$ cat src/hw/rtl/bgg_pkg.sv
package bgg_pkg;

    localparam int POS_W    = 10;
    localparam int SIZE_W   = POS_W + 1;
    localparam int CHAN_W   = 8;
    localparam int RGB_W    = 3 * CHAN_W;
    localparam int PROD_W   = CHAN_W + POS_W;
    localparam int DATA_W   = 32;
    localparam int PADDR_W  = 5;
    localparam int IDX_W    = 3;
    localparam int STEP_W   = 5;

    localparam logic [STEP_W-1:0] DIV_STEPS = STEP_W'(PROD_W);

    localparam logic [SIZE_W-1:0] MAX_WIDTH  = SIZE_W'(1024);
    localparam logic [SIZE_W-1:0] MAX_HEIGHT = SIZE_W'(1024);

    localparam logic [SIZE_W-1:0] WIDTH_RST  = SIZE_W'(640);
    localparam logic [SIZE_W-1:0] HEIGHT_RST = SIZE_W'(480);
    localparam logic [RGB_W-1:0]  TL_RST     = 24'hFF0000;
    localparam logic [RGB_W-1:0]  TR_RST     = 24'h0000FF;
    localparam logic [RGB_W-1:0]  BL_RST     = 24'h00FF00;
    localparam logic [RGB_W-1:0]  BR_RST     = 24'hFFFF00;

    localparam logic [IDX_W-1:0] REG_WIDTH  = 3'd0;
    localparam logic [IDX_W-1:0] REG_HEIGHT = 3'd1;
    localparam logic [IDX_W-1:0] REG_TL     = 3'd2;
    localparam logic [IDX_W-1:0] REG_TR     = 3'd3;
    localparam logic [IDX_W-1:0] REG_BL     = 3'd4;
    localparam logic [IDX_W-1:0] REG_BR     = 3'd5;

    typedef struct packed {
        logic [SIZE_W-1:0] width;
        logic [SIZE_W-1:0] height;
        logic [RGB_W-1:0]  tl;
        logic [RGB_W-1:0]  tr;
        logic [RGB_W-1:0]  bl;
        logic [RGB_W-1:0]  br;
    } cfg_t;

    typedef struct packed {
        logic adv;
        logic load_edge;
        logic store_edge;
        logic load_row;
        logic step;
        logic emit;
    } cmd_t;

    function automatic logic [SIZE_W-1:0] clamp_size(input logic [SIZE_W-1:0] v,
                                                     input logic [SIZE_W-1:0] maxv);
        logic [SIZE_W-1:0] r;
        if (v == '0)
        begin
            r = SIZE_W'(1);
        end
        else if (v > maxv)
        begin
            r = maxv;
        end
        else
        begin
            r = v;
        end
        return r;
    endfunction

endpackage

$ cat src/hw/rtl/bgg_regs.sv
module bgg_regs (
    input  logic                          clk,
    input  logic                          rst_n,
    input  logic                          psel,
    input  logic                          penable,
    input  logic                          pwrite,
    input  logic [bgg_pkg::PADDR_W-1:0]   paddr,
    input  logic [bgg_pkg::DATA_W-1:0]    pwdata,
    output logic [bgg_pkg::DATA_W-1:0]    prdata,
    output bgg_pkg::cfg_t                 cfg
);

    bgg_pkg::cfg_t                 cfg_reg;
    logic [bgg_pkg::IDX_W-1:0]     idx;
    logic                          wr;

    assign idx = paddr[bgg_pkg::PADDR_W-1:2];
    assign wr  = psel & penable & pwrite;
    assign cfg = cfg_reg;

    always_ff @(posedge clk or negedge rst_n)
    begin
        if (!rst_n)
        begin
            cfg_reg.width  <= bgg_pkg::WIDTH_RST;
            cfg_reg.height <= bgg_pkg::HEIGHT_RST;
            cfg_reg.tl     <= bgg_pkg::TL_RST;
            cfg_reg.tr     <= bgg_pkg::TR_RST;
            cfg_reg.bl     <= bgg_pkg::BL_RST;
            cfg_reg.br     <= bgg_pkg::BR_RST;
        end
        else if (wr)
        begin
            case (idx)
                bgg_pkg::REG_WIDTH:  cfg_reg.width  <= pwdata[bgg_pkg::SIZE_W-1:0];
                bgg_pkg::REG_HEIGHT: cfg_reg.height <= pwdata[bgg_pkg::SIZE_W-1:0];
                bgg_pkg::REG_TL:     cfg_reg.tl     <= pwdata[bgg_pkg::RGB_W-1:0];
                bgg_pkg::REG_TR:     cfg_reg.tr     <= pwdata[bgg_pkg::RGB_W-1:0];
                bgg_pkg::REG_BL:     cfg_reg.bl     <= pwdata[bgg_pkg::RGB_W-1:0];
                bgg_pkg::REG_BR:     cfg_reg.br     <= pwdata[bgg_pkg::RGB_W-1:0];
                default: ;
            endcase
        end
    end

    always_comb
    begin
        case (idx)
            bgg_pkg::REG_WIDTH:  prdata = bgg_pkg::DATA_W'(cfg_reg.width);
            bgg_pkg::REG_HEIGHT: prdata = bgg_pkg::DATA_W'(cfg_reg.height);
            bgg_pkg::REG_TL:     prdata = bgg_pkg::DATA_W'(cfg_reg.tl);
            bgg_pkg::REG_TR:     prdata = bgg_pkg::DATA_W'(cfg_reg.tr);
            bgg_pkg::REG_BL:     prdata = bgg_pkg::DATA_W'(cfg_reg.bl);
            bgg_pkg::REG_BR:     prdata = bgg_pkg::DATA_W'(cfg_reg.br);
            default:             prdata = '0;
        endcase
    end

endmodule

$ cat src/hw/rtl/bgg_lerp_lane.sv
module bgg_lerp_lane (
    input  logic                          clk,
    input  logic                          load,
    input  logic                          step,
    input  logic [bgg_pkg::CHAN_W-1:0]    a,
    input  logic [bgg_pkg::CHAN_W-1:0]    b,
    input  logic [bgg_pkg::POS_W-1:0]     t,
    input  logic [bgg_pkg::POS_W-1:0]     den,
    output logic [bgg_pkg::CHAN_W-1:0]    res
);

    localparam int PW = bgg_pkg::PROD_W;
    localparam int CW = bgg_pkg::CHAN_W;
    localparam int NW = bgg_pkg::POS_W;

    logic [CW-1:0]        a_reg;
    logic [NW-1:0]        den_reg;
    logic                 neg_reg;
    logic [PW-1:0]        dvd_reg;
    logic [PW-1:0]        dvd_next;
    logic [NW:0]          rem_reg;
    logic [NW:0]          rem_next;
    logic [NW:0]          rem_sh;
    logic                 qbit;
    logic signed [CW:0]   diff;
    logic signed [PW+1:0] prod;
    logic [PW+1:0]        prod_abs;
    logic [CW-1:0]        adj;

    assign diff     = $signed({1'b0, b}) - $signed({1'b0, a});
    assign prod     = (PW+2)'(diff) * (PW+2)'($signed({1'b0, t}));
    assign prod_abs = prod[PW+1] ? (~prod + 1'b1) : prod;

    // restoring division, one quotient bit per step
    always_comb
    begin
        rem_sh = {rem_reg[NW-1:0], dvd_reg[PW-1]};
        if (rem_sh >= {1'b0, den_reg})
        begin
            rem_next = rem_sh - {1'b0, den_reg};
            qbit     = 1'b1;
        end
        else
        begin
            rem_next = rem_sh;
            qbit     = 1'b0;
        end
        dvd_next = {dvd_reg[PW-2:0], qbit};
    end

    always_ff @(posedge clk)
    begin
        if (load)
        begin
            a_reg   <= a;
            den_reg <= den;
            neg_reg <= prod[PW+1];
            dvd_reg <= prod_abs[PW-1:0];
            rem_reg <= '0;
        end
        else if (step)
        begin
            dvd_reg <= dvd_next;
            rem_reg <= rem_next;
        end
    end

    // floor for negative quotients: round the magnitude up when inexact
    assign adj = dvd_reg[CW-1:0] + CW'(neg_reg && (rem_reg != '0));

    always_comb
    begin
        if (den_reg == '0)
        begin
            res = a_reg;
        end
        else if (neg_reg)
        begin
            res = a_reg - adj;
        end
        else
        begin
            res = a_reg + adj;
        end
    end

endmodule

$ cat src/hw/rtl/bgg_datapath.sv
module bgg_datapath (
    input  logic                          clk,
    input  logic                          rst_n,
    input  bgg_pkg::cfg_t                 cfg,
    input  bgg_pkg::cmd_t                 cmd,
    input  logic                          restart,
    output logic [bgg_pkg::POS_W-1:0]     pix_x,
    output logic [bgg_pkg::POS_W-1:0]     pix_y,
    output logic [bgg_pkg::CHAN_W-1:0]    red,
    output logic [bgg_pkg::CHAN_W-1:0]    green,
    output logic [bgg_pkg::CHAN_W-1:0]    blue,
    output logic                          frame_end
);

    localparam int NW = bgg_pkg::POS_W;
    localparam int SW = bgg_pkg::SIZE_W;
    localparam int CW = bgg_pkg::CHAN_W;

    logic [SW-1:0]  w;
    logic [SW-1:0]  h;
    logic [NW-1:0]  col_reg, col_next;
    logic [NW-1:0]  row_reg, row_next;
    logic [bgg_pkg::RGB_W-1:0] left_edge_reg;
    logic [bgg_pkg::RGB_W-1:0] right_edge_reg;
    logic [bgg_pkg::RGB_W-1:0] left_res;
    logic [bgg_pkg::RGB_W-1:0] right_res;
    logic [SW-1:0]  c0, r0, r1, cp, rp;
    logic [NW-1:0]  den_w;
    logic [NW-1:0]  den_h;
    logic           last;

    logic [NW-1:0]  pix_x_reg;
    logic [NW-1:0]  pix_y_reg;
    logic [CW-1:0]  red_reg, green_reg, blue_reg;
    logic           frame_end_reg;

    assign w     = bgg_pkg::clamp_size(cfg.width, bgg_pkg::MAX_WIDTH);
    assign h     = bgg_pkg::clamp_size(cfg.height, bgg_pkg::MAX_HEIGHT);
    assign den_w = NW'(w - 1'b1);
    assign den_h = NW'(h - 1'b1);

    // position update: wrap before the beat on accept, advance after emit
    always_comb
    begin
        col_next = col_reg;
        row_next = row_reg;
        c0 = restart ? '0 : SW'(col_reg);
        r0 = restart ? '0 : SW'(row_reg);
        r1 = r0;
        cp = SW'(col_reg) + 1'b1;
        rp = SW'(row_reg) + 1'b1;
        if (cmd.adv)
        begin
            if (c0 >= w)
            begin
                c0 = '0;
                r1 = r0 + 1'b1;
            end
            if (r1 >= h)
            begin
                r1 = '0;
            end
            col_next = c0[NW-1:0];
            row_next = r1[NW-1:0];
        end
        else if (cmd.emit)
        begin
            if (cp >= w)
            begin
                col_next = '0;
                row_next = (rp >= h) ? '0 : rp[NW-1:0];
            end
            else
            begin
                col_next = cp[NW-1:0];
            end
        end
    end

    always_ff @(posedge clk or negedge rst_n)
    begin
        if (!rst_n)
        begin
            col_reg        <= '0;
            row_reg        <= '0;
            left_edge_reg  <= bgg_pkg::TL_RST;
            right_edge_reg <= bgg_pkg::TR_RST;
        end
        else
        begin
            col_reg <= col_next;
            row_reg <= row_next;
            if (cmd.store_edge)
            begin
                left_edge_reg  <= left_res;
                right_edge_reg <= right_res;
            end
        end
    end

    // lanes for the left edge are reused for the across-row pass
    for (genvar ch = 0; ch < 3; ch++)
    begin : g_chan
        logic [CW-1:0] la, lb;
        logic [NW-1:0] lt, lden;

        assign la   = cmd.load_row ? left_edge_reg[ch*CW +: CW]  : cfg.tl[ch*CW +: CW];
        assign lb   = cmd.load_row ? right_edge_reg[ch*CW +: CW] : cfg.bl[ch*CW +: CW];
        assign lt   = cmd.load_row ? col_reg : row_reg;
        assign lden = cmd.load_row ? den_w : den_h;

        bgg_lerp_lane u_left (
            .clk  (clk),
            .load (cmd.load_edge | cmd.load_row),
            .step (cmd.step),
            .a    (la),
            .b    (lb),
            .t    (lt),
            .den  (lden),
            .res  (left_res[ch*CW +: CW])
        );

        bgg_lerp_lane u_right (
            .clk  (clk),
            .load (cmd.load_edge),
            .step (cmd.step),
            .a    (cfg.tr[ch*CW +: CW]),
            .b    (cfg.br[ch*CW +: CW]),
            .t    (row_reg),
            .den  (den_h),
            .res  (right_res[ch*CW +: CW])
        );
    end

    assign last = (SW'(col_reg) == (w - 1'b1)) && (SW'(row_reg) == (h - 1'b1));

    always_ff @(posedge clk)
    begin
        if (cmd.emit)
        begin
            pix_x_reg     <= col_reg;
            pix_y_reg     <= row_reg;
            red_reg       <= left_res[2*CW +: CW];
            green_reg     <= left_res[CW +: CW];
            blue_reg      <= left_res[0 +: CW];
            frame_end_reg <= last;
        end
    end

    assign pix_x     = pix_x_reg;
    assign pix_y     = pix_y_reg;
    assign red       = red_reg;
    assign green     = green_reg;
    assign blue      = blue_reg;
    assign frame_end = frame_end_reg;

endmodule

$ cat src/hw/rtl/bgg_ctrl.sv
module bgg_ctrl (
    input  logic              clk,
    input  logic              rst_n,
    input  logic              in_valid,
    output logic              in_ready,
    output logic              out_valid,
    input  logic              out_ready,
    output bgg_pkg::cmd_t     cmd
);

    typedef enum logic [2:0] {
        S_IDLE,
        S_EDGE_LOAD,
        S_EDGE_DIV,
        S_EDGE_STORE,
        S_ROW_LOAD,
        S_ROW_DIV,
        S_EMIT
    } state_t;

    state_t                        state_reg;
    logic [bgg_pkg::STEP_W-1:0]    cnt_reg;
    logic                          out_valid_reg;
    logic                          emit_ok;
    logic                          last_step;

    assign in_ready  = (state_reg == S_IDLE);
    assign out_valid = out_valid_reg;
    assign emit_ok   = !out_valid_reg || out_ready;
    assign last_step = (cnt_reg == bgg_pkg::DIV_STEPS - 1'b1);

    always_comb
    begin
        cmd = '0;
        case (state_reg)
            S_IDLE:       cmd.adv        = in_valid;
            S_EDGE_LOAD:  cmd.load_edge  = 1'b1;
            S_EDGE_DIV:   cmd.step       = 1'b1;
            S_EDGE_STORE: cmd.store_edge = 1'b1;
            S_ROW_LOAD:   cmd.load_row   = 1'b1;
            S_ROW_DIV:    cmd.step       = 1'b1;
            S_EMIT:       cmd.emit       = emit_ok;
            default:      cmd = '0;
        endcase
    end

    always_ff @(posedge clk or negedge rst_n)
    begin
        if (!rst_n)
        begin
            state_reg     <= S_IDLE;
            cnt_reg       <= '0;
            out_valid_reg <= 1'b0;
        end
        else
        begin
            if (out_valid_reg && out_ready)
            begin
                out_valid_reg <= 1'b0;
            end
            case (state_reg)
                S_IDLE:
                begin
                    if (in_valid)
                    begin
                        state_reg <= S_EDGE_LOAD;
                    end
                end
                S_EDGE_LOAD:
                begin
                    cnt_reg   <= '0;
                    state_reg <= S_EDGE_DIV;
                end
                S_EDGE_DIV:
                begin
                    cnt_reg <= cnt_reg + 1'b1;
                    if (last_step)
                    begin
                        state_reg <= S_EDGE_STORE;
                    end
                end
                S_EDGE_STORE:
                begin
                    state_reg <= S_ROW_LOAD;
                end
                S_ROW_LOAD:
                begin
                    cnt_reg   <= '0;
                    state_reg <= S_ROW_DIV;
                end
                S_ROW_DIV:
                begin
                    cnt_reg <= cnt_reg + 1'b1;
                    if (last_step)
                    begin
                        state_reg <= S_EMIT;
                    end
                end
                S_EMIT:
                begin
                    if (emit_ok)
                    begin
                        out_valid_reg <= 1'b1;
                        state_reg     <= S_IDLE;
                    end
                end
                default:
                begin
                    state_reg <= S_IDLE;
                end
            endcase
        end
    end

endmodule

$ cat src/hw/rtl/bilinear_gradient_generator.sv
// Bilinear gradient test-pattern source. Each accepted input beat emits the next pixel of an
// active_width by active_height frame in row-major order, colored by interpolating the four
// corner colors first down the left and right edges and then across the row, with exact
// floor rounding. A beat with restart set begins again at (0,0); frame_end marks the last pixel.
// One pixel goes from acceptance to the output register through two passes of an 18-step
// restoring divider (edges, then the row, three channels each in parallel lanes) plus
// setup, store and emit states; no new beat is taken until the pixel has been emitted and the
// block is idle again. A finished pixel waits in the output register, so the next beat is
// taken while it is still unclaimed. Registers sit on the APB port at byte offsets
// 0x00 width, 0x04 height, 0x08 top left, 0x0C top right, 0x10 bottom left, 0x14 bottom right,
// and should be written only while the block is idle.
module bilinear_gradient_generator (
    input  logic                          clk,
    input  logic                          rst_n,
    input  logic                          psel,
    input  logic                          penable,
    input  logic                          pwrite,
    input  logic [bgg_pkg::PADDR_W-1:0]   paddr,
    input  logic [bgg_pkg::DATA_W-1:0]    pwdata,
    output logic [bgg_pkg::DATA_W-1:0]    prdata,
    output logic                          pready,
    input  logic                          in_valid,
    output logic                          in_ready,
    input  logic                          restart,
    output logic                          out_valid,
    input  logic                          out_ready,
    output logic [bgg_pkg::POS_W-1:0]     pix_x,
    output logic [bgg_pkg::POS_W-1:0]     pix_y,
    output logic [bgg_pkg::CHAN_W-1:0]    red,
    output logic [bgg_pkg::CHAN_W-1:0]    green,
    output logic [bgg_pkg::CHAN_W-1:0]    blue,
    output logic                          frame_end
);

    bgg_pkg::cfg_t cfg;
    bgg_pkg::cmd_t cmd;

    assign pready = 1'b1;

    bgg_regs u_regs (
        .clk     (clk),
        .rst_n   (rst_n),
        .psel    (psel),
        .penable (penable),
        .pwrite  (pwrite),
        .paddr   (paddr),
        .pwdata  (pwdata),
        .prdata  (prdata),
        .cfg     (cfg)
    );

    bgg_ctrl u_ctrl (
        .clk       (clk),
        .rst_n     (rst_n),
        .in_valid  (in_valid),
        .in_ready  (in_ready),
        .out_valid (out_valid),
        .out_ready (out_ready),
        .cmd       (cmd)
    );

    bgg_datapath u_datapath (
        .clk       (clk),
        .rst_n     (rst_n),
        .cfg       (cfg),
        .cmd       (cmd),
        .restart   (restart),
        .pix_x     (pix_x),
        .pix_y     (pix_y),
        .red       (red),
        .green     (green),
        .blue      (blue),
        .frame_end (frame_end)
    );

endmodule

$ cat config.mk
export PLATFORM = sky130hd
export DESIGN_NAME = bilinear_gradient_generator
export DESIGN_NICKNAME = d
export VERILOG_FILES = /design/src/hw/rtl/bgg_pkg.sv /design/src/hw/rtl/bgg_regs.sv /design/src/hw/rtl/bgg_lerp_lane.sv /design/src/hw/rtl/bgg_datapath.sv /design/src/hw/rtl/bgg_ctrl.sv /design/src/hw/rtl/bilinear_gradient_generator.sv
export SDC_FILE = /design/constraint.sdc
export NUM_CORES = 2
export LEC_CHECK = 0
export ABC_AREA = 1
export BUFFER_PORTS_ARGS = -buffer_cell sky130_fd_sc_hd__buf_2
export CAP_MARGIN = 40
export CORE_MARGIN = 3
export CORE_UTILIZATION = 60
export DETAILED_ROUTE_END_ITERATION = 7
export GPL_TIMING_DRIVEN = 0
export PLACE_DENSITY = 0.83
export SLEW_MARGIN = 20
export SYNTH_ARGS = -nofsm -noshare
export SYNTH_HDL_FRONTEND = slang
export SYNTH_SLANG_ARGS = --single-unit
$ cat constraint.sdc
create_clock -name clk -period 8.1 [get_ports clk]
set_input_delay 1.62 -clock clk [delete_from_list [all_inputs] [get_ports clk]]
set_output_delay 1.62 -clock clk [all_outputs]
set_load 0.01 [all_outputs]
==> metrics.md <==
| Metric | Value |
|---|---|
| Minimum clock period | 8.01 ns |
| Clock Latency Late Sink | 0.64 ns |
| Iter 0 DRT Violations | 5325 |
| Port-buffer cells | 105 |
| Class of the worst hold path | flop to flop |
| Outcome | complete, no violations |
| Via count | 47700 |
| Routed Wire Length | 162 mm |
| Worst-Margin Slew | 0.903 ns |
| Max reg flops | 118 |
| Mapped Cells | 6798 |
| Layout cells sized above 1 | 0.0729 |
| Post-DP HPWL | 130 mm |
| Num rows | 107 |
| DRC Markers | 0 |
| Finished Core Util | 0.665 |
| Critical path class | flop to flop |
| CP Data Required Time | 8.46 ns |
| Post-synth ARST share | 0.400 |
| Most frequent cells in the layout | 1648 x nand2_1, 1137 x inv_1, 603 x nor2_1, 560 x ha_1, 409 x o21ai_0 |
| Worst-path fanout max | 10 |
| Global-route wire length before repair | 249 mm |
| Post-synthesis average cell area | 7.62 µm² |
| Starting Density | 0.606 |
| Post-Syn Area | 51800 µm² |
| H-tree depth | 2 |
| Tcrit/Tclk final | 0.989 |
| Num ports | 125 |
| Clock-pin slew on the worst setup and hold paths | 0.07 ns |
| Die area | 89900 µm² |
| Final Skew | 0.0307 ns |
| Endpoints failing hold | 0 |
| Slew Limit Fails | 0 |
| Relative max-transition margin | 0.392 |
| Pre-CTS setup slack | -1.26 ns |
| Seq/Total Area, Yosys | 0.253 |
| Initial antenna violation count | 19 |
| Vias in the first global route | 45300 |
| TNS Setup | 0 ns |
| # fillers | 7228 |
| Startpoint Class | flop |
| Yosys cell types | 63 |
| Max incr delay on CP | 0.49 ns |
| Layout area overhead | 9.58% |
| Root Driver | clkbuf_16 |
| Worst Setup Slack, final | 0.0893 ns |
| GRT Residual Overflow | 0 |
| DRT Pass-1 Iters | 7 |
| Max Freq | 0.125 GHz |
| Max-Cap Viols | 0 |
| CTS Buffer Depth | 3 |
| Total track usage | 0.354 |
| Layout net count | 7991 |
| RSZ-0062 raised after global routing | true |
| Critical Path AT | 8.37 ns |
| Clock buffers created by TritonCTS | 55 |
| Vias per cell | 5.79 |
| CP max-delay cell | fa_1 |
| GP Congestion | 1.00 |
| Die Span Y | 300 µm |
| CP Capture Type | flop |
| Clock Sinks | 488 |
| Routed len/inst | 19.7 µm |
| Commonest non-fill, non-tap cell in the layout | nand2_1 |
| R2R cell count | 35 |
| CORE AREA | 85400 µm² |
| Antenna Nets Post-Route | 0 |
| CTS tree | yes |
| Count of state elements after synthesis | 488 |
| Number of warnings issued by yosys | 0 |
| Die W | 300 µm |
| Final setup violation count | 0 |
| Pin count of the biggest net entering global routing | 97 |
| Hold depth | 0 |
| Commonest register cell after synthesis | edfxtp_1 |
| EDFF count, synth | 227 |
-- layout make-up --
| cell class | count | area [µm²] | share of cell area |
|---|---|---|---|
| tap | 1144 | 1430 | 0.0252 |
| antenna | 19 | 47.5 | 0.000838 |
| clock inverter | 28 | 260 | 0.00458 |
| clock buffer | 75 | 1630 | 0.0287 |
| sequential | 488 | 13100 | 0.231 |
| inverter | 1161 | 4370 | 0.0770 |
| buffer | 201 | 931 | 0.0164 |
| multi-input combinational | 4955 | 33900 | 0.598 |
| timing repair buffer | 158 | 1050 | 0.0185 |
-- repair_timing --
| action | CTS | global route |
|---|---|---|
| resized for setup | 40 | 108 |
| pin swaps | 5 | 22 |
| setup endpoints to repair | 54 | 54 |
| setup buffers | 7 | 17 |
| hold buffers | 0 | 0 |
-- worst paths after layout --
kind,start,end,slack (ns)
worst max register to register,u_ctrl.state_reg[0],u_datapath.g_chan[1].u_left.dvd_reg[17],0.09
min in group asynchronous,rst_n,u_datapath.right_edge_reg[11],0.93
worst min register to register,u_regs.cfg[69],u_datapath.g_chan[2].u_right.a_reg[5],0.45
worst max-delay path,u_ctrl.state_reg[0],u_datapath.g_chan[1].u_left.dvd_reg[17],0.09
max in group asynchronous,rst_n,u_regs.cfg[102],6.03
worst min-delay path,u_regs.cfg[69],u_datapath.g_chan[2].u_right.a_reg[5],0.45
-- stage by stage --
step	instance area [µm²]	hold slack, ns	cells
after detailed placement	54100	0.441	8080
after CTS	56200	0.441	8190
after floorplan	51800	0.423	6805
final	56800	0.453	8229
after global placement	53800	0.436	8054
after global routing	56700	0.469	8215
-- routing by layer --
layer	GRT usage	wire length, µm	vias to the layer above
met1	0.459	61700	22400
met5	0.00216	16	-
met2	0.556	71200	2644
met3	0.0854	19600	496
met4	0.173	9240	2
li1	-	-	22200
-- worst max-delay path: cells and delay by family, from the launching register on --
kind                     cells  cell delay, ns
flip-flops                   1            0.43
XOR/XNOR                     1            0.39
AO/OA/AOI/OAI                3            0.61
AND/OR/NAND/NOR             17            2.47
buffers and inverters        7            0.73
adder cells (fa/ha/maj)      7            3.08
-- cells by family (layout without fill, tap and decap cells) --
kind of cell / count (synthesis) / after routing / share of synthesized area
xor gates and xnor gates: 266 / 266 / 0.0467
other: 2 / 28 / 0.000145
buffers and inverters: 1362 / 1623 / 0.101
and+or+nand+nor: 2783 / 2783 / 0.219
AOI/OAI and AO/OA: 970 / 970 / 0.104
DFF: 488 / 488 / 0.253
muxes: 1 / 1 / 0.000217
adders and majority gates: 926 / 926 / 0.276
-- synth_stat cells, drive strengths merged (4+ instances only) --
cell | n | area [µm²]
nand2 | 1672 | 6330
a221o | 11 | 110
inv | 1150 | 4320
a22oi | 15 | 113
and2 | 4 | 25.0
clkbuf | 148 | 556
xor2 | 177 | 1610
o21bai | 32 | 263
o2111ai | 9 | 78.8
ha | 566 | 7080
o221ai | 7 | 61.3
xnor2 | 87 | 769
nor3 | 53 | 285
nor2 | 616 | 2350
nand4 | 44 | 275
o211ai | 17 | 128
a21boi | 12 | 90.1
a31oi | 34 | 213
o21ai | 464 | 2340
a221oi | 7 | 61.3
fa | 360 | 7210
nor4 | 18 | 113
nand3 | 323 | 1630
dfstp | 62 | 1630
a21o | 12 | 90.1
clkinv | 11 | 41.3
or2 | 30 | 188
edfxtp | 227 | 6820
o21a | 6 | 45.0
nand3b | 19 | 143
dfxtp | 66 | 1320
a21oi | 301 | 1520
buf | 53 | 315
dfrtp | 133 | 3330
o22ai | 38 | 238
Power is left out: the tool's default activity adds up to more than one toggle a clock period on the data nets, which glitch-free logic cannot reach.
